[config.mk]
export PLATFORM = sky130hd
export DESIGN_NAME = hhpi_div
export DESIGN_NICKNAME = d
export VERILOG_FILES = /design/src/rtl/hhpi_pkg.sv /design/src/rtl/hhpi_div.sv
export SDC_FILE = /design/constraint.sdc
export NUM_CORES = 2
export LEC_CHECK = 0
export BUFFER_PORTS_ARGS = -buffer_cell sky130_fd_sc_hd__clkbuf_2
export CAP_MARGIN = 30
export CELL_PAD_IN_SITES_DETAIL_PLACEMENT = 0
export CELL_PAD_IN_SITES_GLOBAL_PLACEMENT = 1
export CORE_ASPECT_RATIO = 0.7
export CORE_MARGIN = 4
export CORE_UTILIZATION = 39
export CTS_CLUSTER_DIAMETER = 120
export DETAILED_ROUTE_END_ITERATION = 16
export PLACE_DENSITY = 0.72
export SYNTH_ARGS = -nofsm -noshare
export SYNTH_HDL_FRONTEND = slang
export SYNTH_SLANG_ARGS = --single-unit
export TNS_END_PERCENT = 50
[constraint.sdc]
create_clock -name clk -period 21.2 [get_ports clk]
set_input_delay 5.3 -clock clk [delete_from_list [all_inputs] [get_ports clk]]
set_output_delay 5.3 -clock clk [all_outputs]
set_load 0.02 [all_outputs]
[src/rtl/hhpi_pkg.sv]
package hhpi_pkg;

  // loop tick rate
  localparam int TICKS_PER_SECOND = 1000;

  // field widths
  localparam int YAW_W   = 16;
  localparam int SENS_W  = 12;
  localparam int GAIN_W  = 16;
  localparam int LIMIT_W = 9;
  localparam int ANG_W   = 32;
  localparam int ERR_W   = ANG_W + 1;
  localparam int ESUM_W  = 48;
  localparam int CMD_W   = 32;

  // configuration port
  localparam int CFG_IDX_W  = 3;
  localparam int CFG_DATA_W = 16;

  localparam logic [CFG_IDX_W-1:0] CFG_PROP_GAIN  = 3'd0;
  localparam logic [CFG_IDX_W-1:0] CFG_INTEG_GAIN = 3'd1;
  localparam logic [CFG_IDX_W-1:0] CFG_GESTURE_TH = 3'd2;
  localparam logic [CFG_IDX_W-1:0] CFG_EXIT_TH    = 3'd3;
  localparam logic [CFG_IDX_W-1:0] CFG_ANGLE_LIM  = 3'd4;

  localparam logic [GAIN_W-1:0]  PROP_GAIN_RST  = 16'd614;
  localparam logic [GAIN_W-1:0]  INTEG_GAIN_RST = 16'd82;
  localparam logic [SENS_W-1:0]  GESTURE_TH_RST = 12'd250;
  localparam logic [SENS_W-1:0]  EXIT_TH_RST    = 12'd300;
  localparam logic [LIMIT_W-1:0] ANGLE_LIM_RST  = 9'd100;

  // degrees to angle accumulator units
  localparam int LIMIT_SCALE = 16 * TICKS_PER_SECOND;

  // error sum / ticks by reciprocal multiply, one correction step
  localparam int          RECIP_SH  = ESUM_W;
  localparam logic [47:0] RECIP     = 48'((64'd1 << RECIP_SH) / TICKS_PER_SECOND);
  localparam logic [47:0] TICKS_48  = 48'(TICKS_PER_SECOND);
  localparam int          QW        = ESUM_W - $clog2(TICKS_PER_SECOND);
  localparam int          DIV_LAT   = 5;

  // product widths of the gain stage
  localparam int P_W   = GAIN_W + 1 + ERR_W;
  localparam int IP_W  = GAIN_W + 1 + QW + 1;
  localparam int SUM_W = ((IP_W > P_W) ? IP_W : P_W) + 1;

  typedef enum logic [1:0] {
    PH_WAIT  = 2'd0,
    PH_SEEN  = 2'd1,
    PH_CALIB = 2'd2,
    PH_HOLD  = 2'd3
  } phase_t;

  typedef enum logic [1:0] {
    BEEP_NONE = 2'd0,
    BEEP_GO   = 2'd1,
    BEEP_EXIT = 2'd2
  } beep_t;

  // per-beat status carried alongside the divider
  typedef struct packed {
    phase_t                  phase;
    logic                    calib;
    logic                    drive;
    logic                    exit_req;
    beep_t                   beep;
    logic                    run;
    logic signed [ERR_W-1:0] err;
  } side_t;

  typedef struct packed {
    phase_t                  phase;
    logic                    calib;
    logic signed [CMD_W-1:0] cmd;
    logic                    drive;
    logic                    exit_req;
    beep_t                   beep;
  } res_t;

endpackage

[src/rtl/hhpi_div.sv]
module hhpi_div (
  input  logic                                 clk,
  input  logic                                 en,
  input  logic signed [hhpi_pkg::ESUM_W-1:0]   sum_i,
  output logic signed [hhpi_pkg::QW:0]         quo_o
);
  import hhpi_pkg::*;

  logic              neg1_r, neg2_r, neg3_r, neg4_r;
  logic [ESUM_W-1:0] mag1_r, mag2_r, mag3_r;
  logic [47:0]       pp_hh_r, pp_hl_r, pp_lh_r, pp_ll_r;
  logic [QW-1:0]     q0_r, q0_4_r;
  logic              ge_r;
  logic [95:0]       prod;
  logic [47:0]       rem;
  logic [QW-1:0]     qmag;

  // magnitude and sign, then four 24x24 partial products
  always_ff @(posedge clk) begin
    if (en) begin
      neg1_r  <= sum_i[ESUM_W-1];
      mag1_r  <= sum_i[ESUM_W-1] ? ESUM_W'(-sum_i) : ESUM_W'(sum_i);
      neg2_r  <= neg1_r;
      mag2_r  <= mag1_r;
      pp_hh_r <= mag1_r[47:24] * RECIP[47:24];
      pp_hl_r <= mag1_r[47:24] * RECIP[23:0];
      pp_lh_r <= mag1_r[23:0] * RECIP[47:24];
      pp_ll_r <= mag1_r[23:0] * RECIP[23:0];
    end
  end

  // sum partials into the estimate, one low at most
  always_comb begin
    prod = {pp_hh_r, 48'd0} + {24'd0, pp_hl_r, 24'd0} + {24'd0, pp_lh_r, 24'd0}
         + {48'd0, pp_ll_r};
    rem  = mag3_r - (48'(q0_r) * TICKS_48);
    qmag = q0_4_r + QW'(ge_r);
  end

  always_ff @(posedge clk) begin
    if (en) begin
      neg3_r <= neg2_r;
      mag3_r <= mag2_r;
      q0_r   <= prod[RECIP_SH+QW-1:RECIP_SH];
      // remainder check and fix-up
      neg4_r <= neg3_r;
      q0_4_r <= q0_r;
      ge_r   <= (rem >= TICKS_48);
      // apply sign, truncating toward zero
      quo_o  <= neg4_r ? -$signed({1'b0, qmag}) : $signed({1'b0, qmag});
    end
  end

endmodule

[Word-level counts from Yosys, hierarchy flattened]
Cells that the tools add are included.
Storage, ports and cells
  ROM bits: 0
  memories: 0
  bits in latches: 0
  bits in writable memories: 0
  flip-flop bits (word level): 431
  input bits: 50
  output and inout port bits: 39
Operators by class
  equal/unequal tests: 0
  $mul: 5
  shift-type cells: 0
  add/sub/neg operators: 7
  magnitude comparators: 1
  bitwise operators: 0
  div/mod/pow operators: 0
  reduce and logical (&&, ||, !) cells: 0
  mux-type cells: 2
Operator list (number)
  multiplier 24 x 21 -> 45 bit (second input constant): 2
  adder 86 x 46 -> 86 bit: 1
  adder 86 x 63 -> 86 bit: 1
  adder 86 x 70 -> 86 bit: 1
  >= comparator 48 x 10 -> 1 bit (second input constant): 1
  negator 48 bit: 1
  subtractor 48 bit: 1
  2-to-1 mux 47 bit: 1
  multiplier 38 x 7 -> 45 bit (second input constant): 1
  multiplier 24 x 15 -> 39 bit (second input constant): 1
  negator 38 -> 39 bit: 1
  adder 38 x 1 -> 38 bit: 1
  multiplier 24 x 15 -> 38 bit (second input constant): 1
  2-to-1 mux 38 bit: 1

[Longest topological paths before layout]
  depth after elaboration: 3
  mapped depth: 34
  gate-level depth less buffers: 34

[Worst setup path before layout]
No wires, ideal clock.
  kind: in2reg
  start: in sum_i[3] in the netlist's numbering
  end: reg mag1_r[45] (data pin)
  library setup time: 0.261 ns
  setup slack: 12.539 ns
  arrival time: 8.400 ns
  buffers on the path: 0
  required time: 20.939 ns
  stages on the path: 9
  path through: or4_1 > or2_1 > or3_4 > or3_4 > or4_4 > or4_4 > nand2b_4 > o41ai_4 > xnor2_1
On the way
  longest elaborated chain between the ends: 2
RTL lines
  from (decl): RTL line hhpi_div.sv:4  | input logic signed [hhpi_pkg::ESUM_W-1:0] sum_i,
  negator 48 bit: RTL line hhpi_div.sv:22  | mag1_r <= sum_i[ESUM_W-1] ? ESUM_W'(-sum_i) : ESUM_W'(sum_i);
  2-to-1 mux 47 bit: RTL line hhpi_div.sv:22
  to (signal assigned): RTL line hhpi_div.sv:22
  to (decl): RTL line hhpi_div.sv:10  | logic [ESUM_W-1:0] mag1_r, mag2_r, mag3_r;
Every way passes these cells.
A chain may end at the register's enable or synchronous reset.

[Worst setup path after layout]
  start: reg q0_r[6]
  end: reg ge_r (data pin)
On the way
  longest elaborated chain between the ends: 3
RTL lines
  from (decl): RTL line hhpi_div.sv:12  | logic [QW-1:0] q0_r, q0_4_r;
  from (signal assigned): RTL line hhpi_div.sv:44  | q0_r <= prod[RECIP_SH+QW-1:RECIP_SH];
  multiplier 38 x 7 -> 45 bit: RTL line hhpi_div.sv:36  | rem = mag3_r - (48'(q0_r) * TICKS_48);
  subtractor 48 bit: RTL line hhpi_div.sv:36
  >= comparator 48 x 10 -> 1 bit: RTL line hhpi_div.sv:48  | ge_r <= (rem >= TICKS_48);
  to (signal assigned): RTL line hhpi_div.sv:48
  to (decl): RTL line hhpi_div.sv:13  | logic ge_r;
Every way passes these cells.

==> out/metrics.yaml <==
wl_met1_um: 67910
cp_slowest_cell: "o41ai_1"
hold_violations: 0
path_common_cell: "fa_1"
relSlewSlack_pct: 30.50
setup_violations: 0
layoutNonFillerInstCount: 6674
synth-seq-cells: 398
gr-total-overflow: 0
root_buffer: "clkbuf_16"
endpoint: "ge_r"
cts-buffers-inserted: 46
start_util_pct: 39.51
rrSetupSlack_ns: 11.86
wire_per_inst_um: 20.02
yosysSeqAreaShare_pct: 22.98
num_rows: 111
gp_congestion: 0.9381
clk_pin_slew_ns: 0.07
viasPerCell: 5.027
vias: 33550
post_cts_buffers: 0
reg2reg_depth: 33
cp_max_fo: 8
antenna_found_initial: 7
hold_buffers: 0
nNetsFinal: 6549
clk_path_buf_depth: 3
synth_area_um2: 52010
synthArstFlopShare_pct: 0
fill_cells: 12580
grt.total_usage_pct: 19.56
endpoint_kind: "register"
worst_ep_required_time_ns: 21.58
yosysWarnings: 0
drt_wl_total_um: 133600
tritoncts: "yes"
maxUsedRoutingLayer: "met5"
area_delta_synth_final_pct: 8.350
drv_cap: 0
syn_nets: 6423
status: "complete, no violations"
r2r-end: "ge_r"
dr_wl_met2_um: 49900
synth_ff_type: "edfxtp_1"
hpwlAfterDp_um: 113700
htree_num_levels: 2
postPlaceCellArea_um2: 54770
netlist_instances: 4762
holdWs_ns: 0.3950
grt_first_pass_wirelength_um: 208100
fin_tns_setup_ns: 0
drc_errors: 0
max_stage_delay_ns: 0.60
stdcell_area_um2: 56360
crit_arrival_ns: 9.72
max_freq_mhz: 107.1
antenna_left: 0
dr.first_iter.drc_count: 2529
rsz0062_at_grt: "false"
drt-pass1-iter-count: 5
startpoint_type: "register"
grt_max_degree: 73
slew_viol_final: 0
avgSynthCellArea_um2: 10.92
grt_pass1_vias: 34520
reg2reg_from: "q0_r[6]"
port-buffer-count: 88
cts_resized: 0
die_x_um: 444.5
clock_sink_count: 398
dieHeight_um: 313.5
core_area_um2: 131700
critPathLaunch: "q0_r[6]"
die-area_um2: 139400
synth_edf_count: 398
fin_crit_sh_pct: 44.04
crit_type: "register to register"
worstSkewPairLatency_ns: 0.65
skew_ns: 0.04609
io_pins: 89
synthDistinctLibCells: 82
met3WireLength_um: 13940
hold_path.class: "register to register"
drive_gt1_share_pct: 4.551
fin_crit_ns: 9.337
placed_cells: 6591
tightest_slew_ns: 1.043
[sequential cells by signal, summed over array words and instances (netlist names)]
| register | count |
|---|---|
| mag1_r | 48 |
| mag2_r | 48 |
| mag3_r | 45 |
| pp_hl_r | 44 |
| quo_o | 39 |
| q0_4_r | 38 |
| q0_r | 38 |
| pp_lh_r | 36 |
| pp_hh_r | 35 |
| pp_ll_r | 22 |
| ge_r | 1 |
| neg1_r | 1 |
| neg2_r | 1 |
| neg3_r | 1 |
| neg4_r | 1 |
[synth_stat cells, types with 10 or more instances]
cell | count | area (um2)
xnor2_1 | 246 | 2155
inv_1 | 1059 | 3975
a211oi_1 | 17 | 127.6
o41ai_1 | 13 | 113.9
ha_1 | 925 | 11570
and3_1 | 19 | 118.9
o31ai_1 | 32 | 240.2
nand2_1 | 160 | 600.6
clkbuf_1 | 43 | 161.4
nor3_1 | 50 | 250.2
a21o_1 | 112 | 840.8
or4_1 | 16 | 120.1
nor2_1 | 122 | 457.9
nand2b_1 | 32 | 200.2
o21bai_1 | 29 | 217.7
fa_1 | 686 | 13730
nor4_1 | 13 | 81.33
o21a_1 | 26 | 195.2
edfxtp_1 | 398 | 11950
nand4_1 | 45 | 281.5
nor2b_1 | 29 | 181.4
o21ai_0 | 133 | 665.6
nand3_1 | 62 | 310.3
a31oi_1 | 25 | 156.4
or3_1 | 17 | 106.4
a21oi_1 | 204 | 1021
a211o_1 | 10 | 87.58
xor2_1 | 89 | 779.5
[cells in the final DEF, fill, tap and decap left out, types with 7 or more instances in the layout]
cell,count
nand2b_1,32
nor2_1,122
fa_1,686
a2111oi_0,7
nor4_1,13
buf_4,34
o221ai_1,8
a31oi_1,25
nor2b_1,29
and2_1,9
clkbuf_16,46
o2111ai_1,9
ha_1,925
a211oi_1,17
xor2_1,89
a21o_1,112
o21a_1,26
a211o_1,10
and3_1,19
o21bai_1,29
edfxtp_1,398
o31a_1,8
nor3_1,50
xnor2_1,246
a21oi_1,204
o41ai_1,13
o21ai_0,133
clkbuf_2,87
nand3_1,62
nand2_1,160
inv_1,1059
bufinv_16,7
or4_1,16
or3_1,17
a21boi_0,9
nand4_1,45
o31ai_1,32
[metrics by stage]
| stage | util (%) | setup WS (ns) |
|---|---|---|
| after floorplan | - | 12.54 |
| after global placement | 41.58 | 11.83 |
| after detailed placement | 41.60 | 11.75 |
| after CTS | 42.80 | 11.85 |
| after global routing | 42.80 | 11.09 |
| final | 42.80 | 11.86 |
[area by class of cell]
| type | instances | area [um2] | share of cell area [%] |
|---|---|---|---|
| clock buffer | 50 | 1166 | 2.069 |
| clock inverter | 32 | 419.2 | 0.7437 |
| inverter | 1060 | 3979 | 7.060 |
| timing repair buffer | 123 | 733.2 | 1.301 |
| antenna | 1 | 2.502 | 0.004440 |
| tap | 1751 | 2191 | 3.887 |
| sequential | 398 | 11950 | 21.21 |
| multi-input combinational | 3259 | 35910 | 63.73 |
[layer usage]
metal	track usage, %	up-vias
met2	25.85	939
met1	30.60	16290
met5	0	-
met4	2.809	4
li1	-	16220
met3	7.135	102
[cell families (layout without fill, tap and decap cells)]
| logic type | after synthesis | count (layout) | synth area share [%] |
|---|---|---|---|
| AO/OA/AOI/OAI | 699 | 699 | 8.708 |
| XOR/XNOR | 336 | 336 | 5.684 |
| adder cells (fa/ha/maj) | 1611 | 1611 | 48.65 |
| buffers and inverters | 1105 | 1265 | 7.974 |
| flip-flops | 398 | 398 | 22.98 |
| multiplexers | 6 | 6 | 0.1203 |
| other | 0 | 1 | 0 |
| AND/OR/NAND/NOR | 607 | 607 | 5.881 |
[worst max-delay path: cells and delay by family, from the launching register on]
kind,cells,cell delay [ns]
flops,1,0.43
fa+ha+maj,6,2.72
simple gates,11,1.83
buf+inv,3,0.36
compound gates,12,3.58
xor+xnor,1,0.18
[worst min-delay path by stage]
stage,startpoint,cells past startpoint,slack (ns),endpoint
after floorplan,mag2_r[10],0,0.40,mag3_r[10]
after global placement,mag2_r[47],0,0.40,mag3_r[47]
after detailed placement,mag2_r[37],0,0.40,mag3_r[37]
after CTS,mag2_r[46],0,0.40,mag3_r[46]
after global routing,neg1_r,0,0.40,neg2_r
final,mag2_r[46],0,0.39,mag3_r[46]
Power is left out: the tool's default activity adds up to more than one toggle a clock period on the data nets, which glitch-free logic cannot reach.
